### src/sv/jvpm_pkg.sv
// Shared constants, command and status types, and channel tables for the valve duty mapper.
package jvpm_pkg;

   localparam int NUM_CH   = 21;
   localparam int CH_W     = 5;
   localparam int DUTY_W   = 7;
   localparam int STICK_W  = 8;
   localparam int CFG_W    = 7;
   localparam int CSR_IDX_W = 2;
   localparam int REQ_W    = 40;
   localparam int RSP_W    = 16;
   localparam int NUM_AXES = 4;
   localparam int AXIS_IDX_W = 2;

   localparam logic [STICK_W-1:0] STICK_MID = 8'd127;
   localparam logic [DUTY_W-1:0]  FULL_PCT  = 7'd100;
   localparam logic [CH_W-1:0]    LAST_IDX  = 5'd20;
   localparam logic [AXIS_IDX_W-1:0] LAST_AXIS = 2'd3;

   // Percentage of a deflection: floor(a * 100 / 127) is taken as
   // (a * 100 * 516) >> 16, which is exact or one low, and then corrected.
   localparam logic [15:0] PCT_SCALE = 16'd51600;
   localparam logic [6:0]  PCT_DIV   = 7'd127;
   // Division by 100 as (x * 655) >> 16, again exact or one low.
   localparam logic [9:0]  HUND_RECIP = 10'd655;

   localparam logic [CFG_W-1:0] DEADZONE_RST = 7'd10;
   localparam logic [CFG_W-1:0] DUTY_MIN_RST = 7'd10;
   localparam logic [CFG_W-1:0] DUTY_MAX_RST = 7'd55;

   localparam logic [CSR_IDX_W-1:0] CSR_DEADZONE = 2'd0;
   localparam logic [CSR_IDX_W-1:0] CSR_DUTY_MIN = 2'd1;
   localparam logic [CSR_IDX_W-1:0] CSR_DUTY_MAX = 2'd2;

   typedef struct packed {
      logic                  capture;
      logic                  dev;
      logic                  pct;
      logic                  scale;
      logic                  duty;
      logic                  write;
      logic [AXIS_IDX_W-1:0] axis;
      logic [CH_W-1:0]       emit_idx;
   } cmd_type;

   typedef struct packed {
      logic clear_mode;
   } status_type;

   // Table index (channel number minus one) of the channel driven by
   // deflection below the stop band. Axes: 0 left_x, 1 left_y, 2 right_x, 3 right_y.
   function automatic logic [CH_W-1:0] low_chan(input logic lower,
                                                input logic [AXIS_IDX_W-1:0] axis);
      logic [CH_W-1:0] idx;
      case (axis)
         2'd0:    idx = lower ? 5'd13 : 5'd11;
         2'd1:    idx = lower ? 5'd19 : 5'd5;
         2'd2:    idx = lower ? 5'd15 : 5'd6;
         2'd3:    idx = lower ? 5'd17 : 5'd2;
         default: idx = 5'd0;
      endcase
      return idx;
   endfunction

   // Table index of the channel driven by deflection above the stop band.
   function automatic logic [CH_W-1:0] high_chan(input logic lower,
                                                 input logic [AXIS_IDX_W-1:0] axis);
      logic [CH_W-1:0] idx;
      case (axis)
         2'd0:    idx = lower ? 5'd12 : 5'd10;
         2'd1:    idx = lower ? 5'd18 : 5'd4;
         2'd2:    idx = lower ? 5'd14 : 5'd7;
         2'd3:    idx = lower ? 5'd16 : 5'd3;
         default: idx = 5'd0;
      endcase
      return idx;
   endfunction

endpackage

### src/sv/jvpm_ctrl.sv
// Sequencer for the valve duty mapper: frame intake, per-axis steps and channel readout.
module jvpm_ctrl (
   input  logic                   clock,
   input  logic                   reset,
   input  logic                   req_tvalid,
   output logic                   req_tready,
   output logic                   rsp_tvalid,
   input  logic                   rsp_tready,
   input  jvpm_pkg::status_type   status,
   output jvpm_pkg::cmd_type      cmd
);

   typedef enum logic [6:0] {
      ST_IDLE  = 7'b0000001,
      ST_DEV   = 7'b0000010,
      ST_PCT   = 7'b0000100,
      ST_SCALE = 7'b0001000,
      ST_DUTY  = 7'b0010000,
      ST_WRITE = 7'b0100000,
      ST_EMIT  = 7'b1000000
   } state_type;

   state_type                             state_ff, state_in;
   logic [jvpm_pkg::AXIS_IDX_W-1:0]       axis_ff, axis_in;
   logic [jvpm_pkg::CH_W-1:0]             emit_ff, emit_in;
   logic                                  accept;

   assign req_tready = (state_ff == ST_IDLE);
   assign rsp_tvalid = (state_ff == ST_EMIT);
   assign accept     = req_tvalid && req_tready;

   always_comb begin
      state_in = state_ff;
      axis_in  = axis_ff;
      emit_in  = emit_ff;
      case (state_ff)
         ST_IDLE: begin
            axis_in = '0;
            emit_in = '0;
            if (accept) begin
               state_in = status.clear_mode ? ST_EMIT : ST_DEV;
            end
         end
         ST_DEV:   state_in = ST_PCT;
         ST_PCT:   state_in = ST_SCALE;
         ST_SCALE: state_in = ST_DUTY;
         ST_DUTY:  state_in = ST_WRITE;
         ST_WRITE: begin
            if (axis_ff == jvpm_pkg::LAST_AXIS) begin
               state_in = ST_EMIT;
            end else begin
               axis_in  = axis_ff + 1'b1;
               state_in = ST_DEV;
            end
         end
         ST_EMIT: begin
            if (rsp_tready) begin
               if (emit_ff == jvpm_pkg::LAST_IDX) begin
                  state_in = ST_IDLE;
               end else begin
                  emit_in = emit_ff + 1'b1;
               end
            end
         end
         default: state_in = ST_IDLE;
      endcase
   end

   always_ff @(posedge clock) begin
      if (reset) begin
         state_ff <= ST_IDLE;
         axis_ff  <= '0;
         emit_ff  <= '0;
      end else begin
         state_ff <= state_in;
         axis_ff  <= axis_in;
         emit_ff  <= emit_in;
      end
   end

   always_comb begin
      cmd.capture  = accept;
      cmd.dev      = (state_ff == ST_DEV);
      cmd.pct      = (state_ff == ST_PCT);
      cmd.scale    = (state_ff == ST_SCALE);
      cmd.duty     = (state_ff == ST_DUTY);
      cmd.write    = (state_ff == ST_WRITE);
      cmd.axis     = axis_ff;
      cmd.emit_idx = emit_ff;
   end

endmodule

### src/sv/jvpm_datapath.sv
// Datapath of the valve duty mapper: settings, frame hold, duty arithmetic and the duty table.
module jvpm_datapath (
   input  logic                              clock,
   input  logic                              reset,
   input  jvpm_pkg::cmd_type                 cmd,
   output jvpm_pkg::status_type              status,
   input  logic [jvpm_pkg::REQ_W-1:0]        req_tdata,
   input  logic                              csr_write,
   input  logic [jvpm_pkg::CSR_IDX_W-1:0]    csr_index,
   input  logic [jvpm_pkg::CFG_W-1:0]        csr_wdata,
   output logic [jvpm_pkg::RSP_W-1:0]        rsp_tdata,
   output logic                              rsp_tlast
);

   typedef enum logic [1:0] {
      DIR_NONE = 2'd0,
      DIR_LOW  = 2'd1,
      DIR_HIGH = 2'd2
   } dir_type;

   logic [jvpm_pkg::CFG_W-1:0]    deadzone_ff, duty_min_ff, duty_max_ff;
   logic [jvpm_pkg::STICK_W-1:0]  stick_ff [jvpm_pkg::NUM_AXES];
   logic                          lower_ff;
   logic [jvpm_pkg::DUTY_W-1:0]   duty_ff [jvpm_pkg::NUM_CH];

   logic [jvpm_pkg::STICK_W-1:0]  stick_v, lo_bound, hi_bound, defl_in;
   dir_type                       dir_in;
   logic [jvpm_pkg::STICK_W-1:0]  defl_ff;
   dir_type                       dir_ff;

   logic [23:0]                   prod1;
   logic [6:0]                    q0_ff;

   logic [13:0]                   pct_x, pct_r;
   logic [6:0]                    p_corr, p_sat, span;
   logic                          p_zero_ff;
   logic [13:0]                   prod2_ff;

   logic [23:0]                   prod3;
   logic [6:0]                    q1_ff;

   logic [13:0]                   hund_r;
   logic [7:0]                    q1_corr;
   logic [8:0]                    duty_sum;
   logic [jvpm_pkg::DUTY_W-1:0]   duty_val, low_val, high_val;
   logic [jvpm_pkg::CH_W-1:0]     low_idx, high_idx;

   logic                          mode_a, mode_b, motor_on;

   assign mode_a   = req_tdata[32];
   assign mode_b   = req_tdata[33];
   assign motor_on = req_tdata[34];
   assign status.clear_mode = mode_a;

   // Settings registers.
   always_ff @(posedge clock) begin
      if (reset) begin
         deadzone_ff <= jvpm_pkg::DEADZONE_RST;
         duty_min_ff <= jvpm_pkg::DUTY_MIN_RST;
         duty_max_ff <= jvpm_pkg::DUTY_MAX_RST;
      end else if (csr_write) begin
         case (csr_index)
            jvpm_pkg::CSR_DEADZONE: deadzone_ff <= csr_wdata;
            jvpm_pkg::CSR_DUTY_MIN: duty_min_ff <= csr_wdata;
            jvpm_pkg::CSR_DUTY_MAX: duty_max_ff <= csr_wdata;
            default: ;
         endcase
      end
   end

   // Frame hold.
   always_ff @(posedge clock) begin
      if (cmd.capture) begin
         for (int i = 0; i < jvpm_pkg::NUM_AXES; i++) begin
            stick_ff[i] <= req_tdata[i*jvpm_pkg::STICK_W +: jvpm_pkg::STICK_W];
         end
         lower_ff <= mode_b;
      end
   end

   // Stop band test and deflection magnitude.
   always_comb begin
      stick_v  = stick_ff[cmd.axis];
      lo_bound = jvpm_pkg::STICK_MID - {1'b0, deadzone_ff};
      hi_bound = jvpm_pkg::STICK_MID + {1'b0, deadzone_ff};
      if (stick_v < lo_bound) begin
         dir_in  = DIR_LOW;
         defl_in = jvpm_pkg::STICK_MID - stick_v;
      end else if (stick_v > hi_bound) begin
         dir_in  = DIR_HIGH;
         defl_in = stick_v - jvpm_pkg::STICK_MID;
      end else begin
         dir_in  = DIR_NONE;
         defl_in = '0;
      end
   end

   always_ff @(posedge clock) begin
      if (cmd.dev) begin
         defl_ff <= defl_in;
         dir_ff  <= dir_in;
      end
   end

   // Percentage estimate by reciprocal multiplication.
   assign prod1 = 24'(defl_ff) * 24'(jvpm_pkg::PCT_SCALE);

   always_ff @(posedge clock) begin
      if (cmd.pct) begin
         q0_ff <= prod1[22:16];
      end
   end

   // Percentage correction, clamp and span product.
   always_comb begin
      pct_x  = 14'(defl_ff) * 14'(jvpm_pkg::FULL_PCT);
      pct_r  = pct_x - 14'(q0_ff) * 14'(jvpm_pkg::PCT_DIV);
      p_corr = (pct_r >= 14'(jvpm_pkg::PCT_DIV)) ? q0_ff + 1'b1 : q0_ff;
      p_sat  = (p_corr > jvpm_pkg::FULL_PCT) ? jvpm_pkg::FULL_PCT : p_corr;
      span   = (duty_max_ff >= duty_min_ff) ? duty_max_ff - duty_min_ff : '0;
   end

   always_ff @(posedge clock) begin
      if (cmd.scale) begin
         p_zero_ff <= (p_sat == '0);
         prod2_ff  <= 14'(p_sat) * 14'(span);
      end
   end

   // Division of the span product by 100.
   assign prod3 = 24'(prod2_ff) * 24'(jvpm_pkg::HUND_RECIP);

   always_ff @(posedge clock) begin
      if (cmd.duty) begin
         q1_ff <= prod3[22:16];
      end
   end

   // Quotient correction, offset by the minimum duty and saturation.
   always_comb begin
      hund_r   = prod2_ff - 14'(q1_ff) * 14'(jvpm_pkg::FULL_PCT);
      q1_corr  = (hund_r >= 14'(jvpm_pkg::FULL_PCT)) ? {1'b0, q1_ff} + 8'd1 : {1'b0, q1_ff};
      duty_sum = {2'b00, duty_min_ff} + {1'b0, q1_corr};
      if (p_zero_ff) begin
         duty_val = '0;
      end else if (duty_sum > 9'(jvpm_pkg::FULL_PCT)) begin
         duty_val = jvpm_pkg::FULL_PCT;
      end else begin
         duty_val = duty_sum[6:0];
      end
      low_idx  = jvpm_pkg::low_chan(lower_ff, cmd.axis);
      high_idx = jvpm_pkg::high_chan(lower_ff, cmd.axis);
      low_val  = (dir_ff == DIR_LOW)  ? duty_val : '0;
      high_val = (dir_ff == DIR_HIGH) ? duty_val : '0;
   end

   // Duty table.
   always_ff @(posedge clock) begin
      if (reset) begin
         for (int i = 0; i < jvpm_pkg::NUM_CH; i++) begin
            duty_ff[i] <= '0;
         end
      end else if (cmd.capture) begin
         for (int i = 0; i < jvpm_pkg::NUM_CH - 1; i++) begin
            if (mode_a) begin
               duty_ff[i] <= '0;
            end else if (!mode_b) begin
               if (i >= 12) begin
                  duty_ff[i] <= '0;
               end
            end else if (i <= 5 || i == 10 || i == 11) begin
               duty_ff[i] <= '0;
            end
         end
         duty_ff[jvpm_pkg::NUM_CH-1] <= motor_on ? jvpm_pkg::FULL_PCT : '0;
      end else if (cmd.write) begin
         for (int i = 0; i < jvpm_pkg::NUM_CH; i++) begin
            if (low_idx == i[jvpm_pkg::CH_W-1:0]) begin
               duty_ff[i] <= low_val;
            end
            if (high_idx == i[jvpm_pkg::CH_W-1:0]) begin
               duty_ff[i] <= high_val;
            end
         end
      end
   end

   // Readout word: channel number in the low bits, duty above it.
   always_comb begin
      rsp_tdata = {4'b0000, duty_ff[cmd.emit_idx], cmd.emit_idx + 5'd1};
      rsp_tlast = (cmd.emit_idx == jvpm_pkg::LAST_IDX);
   end

endmodule

### src/sv/joystick_to_valve_pwm_mapper_core.sv
// Top level of the joystick frame to valve duty mapper: sequencer plus datapath.
//
//   Channel  Direction  Handshake                 Carries
//   req      in         req_tvalid / req_tready   one control frame per word
//   rsp      out        rsp_tvalid / rsp_tready   one channel duty per word
//   csr      in         csr_valid / csr_ready     settings register writes
//
// A frame in upper or lower mode passes through the shared duty arithmetic
// once for each of the four stick axes, in the steps deviation, percentage,
// scale, duty and table write; the 21 channel words then leave at one per
// cycle while rsp_tready is high. The clearing mode skips the arithmetic and
// goes straight to the channel words.
// Reset is synchronous and restores the settings defaults and clears all
// channel duties. A stall on the result side holds the current word and
// keeps req_tready low until the last channel word has been taken.
module joystick_to_valve_pwm_mapper_core (
   input  logic                              clock,
   input  logic                              reset,
   // left_x [7:0], left_y [15:8], right_x [23:16], right_y [31:24],
   // mode_a [32], mode_b [33], motor_on [34], zero fill [39:35]
   input  logic [jvpm_pkg::REQ_W-1:0]        req_tdata,
   input  logic                              req_tvalid,
   output logic                              req_tready,
   // channel [4:0], duty [11:5], zero fill [15:12]
   output logic [jvpm_pkg::RSP_W-1:0]        rsp_tdata,
   output logic                              rsp_tlast,
   output logic                              rsp_tvalid,
   input  logic                              rsp_tready,
   input  logic                              csr_valid,
   output logic                              csr_ready,
   input  logic [jvpm_pkg::CSR_IDX_W-1:0]    csr_index,
   input  logic [jvpm_pkg::CFG_W-1:0]        csr_wdata
);

   jvpm_pkg::cmd_type    cmd;
   jvpm_pkg::status_type status;

   // Settings writes are always taken; the user must issue them only while idle, as the block does not enforce it.
   assign csr_ready = 1'b1;

   jvpm_ctrl u_ctrl (
      .clock      (clock),
      .reset      (reset),
      .req_tvalid (req_tvalid),
      .req_tready (req_tready),
      .rsp_tvalid (rsp_tvalid),
      .rsp_tready (rsp_tready),
      .status     (status),
      .cmd        (cmd)
   );

   jvpm_datapath u_datapath (
      .clock     (clock),
      .reset     (reset),
      .cmd       (cmd),
      .status    (status),
      .req_tdata (req_tdata),
      .csr_write (csr_valid && csr_ready),
      .csr_index (csr_index),
      .csr_wdata (csr_wdata),
      .rsp_tdata (rsp_tdata),
      .rsp_tlast (rsp_tlast)
   );

endmodule
### config.mk
export PLATFORM = sky130hd
export DESIGN_NAME = joystick_to_valve_pwm_mapper_core
export DESIGN_NICKNAME = d
export VERILOG_FILES = /design/src/sv/jvpm_pkg.sv /design/src/sv/jvpm_ctrl.sv /design/src/sv/jvpm_datapath.sv /design/src/sv/joystick_to_valve_pwm_mapper_core.sv
export SDC_FILE = /design/constraint.sdc
export NUM_CORES = 1
export LEC_CHECK = 0
export BUFFER_PORTS_ARGS = -buffer_cell sky130_fd_sc_hd__buf_4
export CAP_MARGIN = 30
export CORE_ASPECT_RATIO = 1.75
export CORE_MARGIN = 3
export CORE_UTILIZATION = 55
export DETAILED_ROUTE_END_ITERATION = 6
export PLACE_DENSITY = 0.73
export SLEW_MARGIN = 20
export SYNTH_ARGS = -nofsm -noshare
export SYNTH_HDL_FRONTEND = slang
export SYNTH_HIERARCHICAL = 1
export SYNTH_SLANG_ARGS = --single-unit
### constraint.sdc
create_clock -name clock -period 13.5 [get_ports clock]
set_input_delay 0.675 -clock clock [delete_from_list [all_inputs] [get_ports clock]]
set_output_delay 0.675 -clock clock [all_outputs]
set_load 0.005 [all_outputs]
==> flow_metrics.env <==
export IMPL_antenna_found_initial=2
export IMPL_post_cts_resized=0
export IMPL_multi_input_area_um2=12100
export IMPL_ioPinCount=74
export IMPL_drc=0
export IMPL_grt_use_total_pct=24.2
export IMPL_async_flop_share_pct=0
export IMPL_clock_root_buffer="clkbuf_16"
export IMPL_cap_violations=0
export IMPL_pwr_density_cell_nw_per_um2=102
export IMPL_hold_buffers=0
export IMPL_dr_first_iter_drc_count=679
export IMPL_cp_common_cell="fa_1"
export IMPL_fp_coreArea_um2=36300
export IMPL_final_common_cell="ha_1"
export IMPL_synth_edff_count=219
export IMPL_place_area_um2=21500
export IMPL_cts_tree="yes"
export IMPL_clock_path_buffers=3
export IMPL_setup_viol=0
export IMPL_cp_arrival_ns=11.66
export IMPL_yosysWarnings=6
export IMPL_grt_pass1_wl_um=74500
export IMPL_top_layer="met4"
export IMPL_max_stage_delay_ns=0.56
export IMPL_rows=92
export IMPL_wire_per_inst_um=19.1
export IMPL_grt_max_degree=43
export IMPL_routed_wl_um=46100
export IMPL_drive_gt1_share_pct=10.5
export IMPL_cts_sinks=254
export IMPL_max_slew_margin_rel_pct=27.4
export IMPL_grt_pass1_vias=14900
export IMPL_ant_nets=0
export IMPL_fin_area_um2=22400
export IMPL_final_nets=2375
export IMPL_final_cell_mix="ha_1, inv_1, edfxtp_1"
export IMPL_h_tree_depth=1
export IMPL_post_route_period_util_pct=84.4
export IMPL_status="complete, no violations"
export IMPL_rsz0062_at_grt="no"
export IMPL_clock_latency_ns=0.54
export IMPL_cp_required_ns=13.77
export IMPL_hpwl_um=37000
export IMPL_grt_overflow_total=0
export IMPL_avgViaCountPerCell=5.71
export IMPL_cts_buffers=24
export IMPL_die_area_um2=39500
export IMPL_worst_pin_slew_ns=1.08
export IMPL_fill_cells=2945
export IMPL_peakVddDrop_mv=0.122
export IMPL_die_h_um=261
export IMPL_fin_crit_ns=11.39
export IMPL_setup_tns_ns=0
export IMPL_place_congestion=0.878
export IMPL_met1_length_um=15300
export IMPL_netlist_instances=1819
export IMPL_postCtsSetupRepairBufs=0
export IMPL_yosysUniqueCellTypes=87
export IMPL_area_delta_synth_final_pct=9.89
export IMPL_power_uw=2280
export IMPL_finClkSkew_ns=0.0251
export IMPL_start_util_pct=56.1
export IMPL_route_met2_wl_um=27000
export IMPL_synth_area_um2=20400
export IMPL_clkTransAtPathRegs_ns=0.06
export IMPL_hold_violations=0
export IMPL_wl_met3_um=1380
export IMPL_crit_slowest_cell="fa_1"
export IMPL_crit_fanout=8
export IMPL_first_pass_iters=5
export IMPL_start_kind="register"
export IMPL_slew_violations=0
export IMPL_worstSetupPathType="register to register"
export IMPL_synthFlopType="edfxtp_1"
export IMPL_seq_area_frac_synth_pct=35.7
export IMPL_synth_seq_cells=254
export IMPL_hp_class="primary input to register"
export IMPL_syn_avg_cell_area_um2=11.2
export IMPL_fmax_mhz=87.8
export IMPL_port_buffers=63
export IMPL_vias=13800
export IMPL_leakagePower_uw=0.00999
export IMPL_ff_latch_area_um2=7280
export IMPL_critPathCaptureType="register"
export IMPL_die_w_um=151
## kinds of logic after synthesis
group / count (synthesis) / synth area share [%]
simple gates: 482 / 11.6
flops: 254 / 35.7
xor+xnor: 82 / 3.56
compound gates: 238 / 8.15
other cells: 2 / 0.0369
fa+ha+maj: 400 / 28.7
buf+inv: 287 / 5.43
mux: 74 / 6.74
## final timing paths
check	startpoint	slack [ns]	end	cells after the start
setup / recovery	u_datapath/defl_ff[2]$_DFFE_PP_	2.11	u_datapath/prod2_ff[12]$_DFFE_PP_	37
hold / removal	req_tdata[17]	0.31	u_datapath/stick_ff[2][1]$_DFFE_PP_	1
setup reg to reg	u_datapath/defl_ff[2]$_DFFE_PP_	2.11	u_datapath/prod2_ff[12]$_DFFE_PP_	37
hold reg to reg	u_datapath/duty_max_ff[4]$_SDFFE_PP1P_	0.49	u_datapath/duty_max_ff[4]$_SDFFE_PP1P_	1
## cells in the mapped netlist, types with 6 or more instances
library cell  count  area share, %
a211o_1          10           0.43
a211oi_1          6           0.22
a21o_1           32            1.2
a21oi_1          60            1.5
a31oi_1           7           0.22
and2_1           13           0.40
and3_1           23           0.71
buf_1             9           0.17
buf_4             7           0.26
clkbuf_1         25           0.46
dfxtp_1          35            3.4
edfxtp_1        219             32
fa_1            112             11
ha_1            288             18
inv_1           242            4.5
mux2i_1          22            1.1
mux4_2           50            5.5
nand2_1          94            1.7
nand2b_1         24           0.74
nand3_1          25           0.61
nand3b_1          6           0.22
nand4_1           7           0.22
nor2_1          188            3.5
nor2b_1          39            1.2
nor3_1           16           0.39
nor4_1            9           0.28
nor4b_1           7           0.30
o211ai_1         10           0.37
o21a_1           15           0.55
o21ai_0          30           0.74
o21bai_1          9           0.33
o22ai_1           7           0.22
xnor2_1          52            2.2
xor2_1           29            1.2
## report_power, final
| part | internal (uW) | switching [uW] | total [uW] |
|---|---|---|---|
| sequential | 932 | 21.1 | 953 |
| clock | 385 | 294 | 678 |
| combinational | 268 | 378 | 646 |
| total | 1590 | 692 | 2280 |
## final cells by class
type                            count  share of cell area, %
Timing Repair Buffer               84                   2.87
Antenna cell                        2                 0.0224
Inverter                          244                   4.09
Clock buffer                       28                   2.89
Multi-Input combinational cell   1313                   54.3
Sequential cell                   254                   32.5
Tap cell                          470                   2.63
Clock inverter                     16                  0.699
## worst max-delay path, delay by kind of cell (launching register included)
family,cells,cell delay [ns]
AOI/OAI and AO/OA,12,2.72
xor gates and xnor gates,2,0.18
adders and majority gates,13,5.60
buffers and inverters,4,0.19
DFF,1,0.54
muxes,1,0.35
and+or+nand+nor,5,1.52
## metrics by stage
stage               instances  util, %  setup WS [ns]  hold WS [ns]
detailed placement       2362     59.4           2.16         0.480
global route             2411     61.7           1.56         0.297
global placement         2361     59.4           2.35         0.447
finish                   2411     61.7           2.11         0.311
floorplan                1854        -           2.99         0.440
CTS                      2406     61.6           2.11         0.293
## sequential cells by signal (all words and copies together) (netlist names)
name and count:
u_datapath/stick_ff 32, u_datapath/lower_ff 1, u_datapath/defl_ff 8, u_ctrl/axis_ff 2, u_datapath/dir_ff 2, u_datapath/prod2_ff 14, u_datapath/duty_ff 147, u_ctrl/emit_ff 5
u_datapath/p_zero_ff 1, u_ctrl/state_ff 7, u_datapath/q0_ff 7, u_datapath/q1_ff 7, u_datapath/duty_min_ff 7, u_datapath/duty_max_ff 7, u_datapath/deadzone_ff 7
## routing by layer
layer  up-vias  global-route usage, %
met5         -                      0
met4         0                   11.4
met3       127                   1.65
met2       330                   48.8
met1      6731                   24.2
li1       6570                      -
Note: power is estimated with default switching activity, not from simulation.
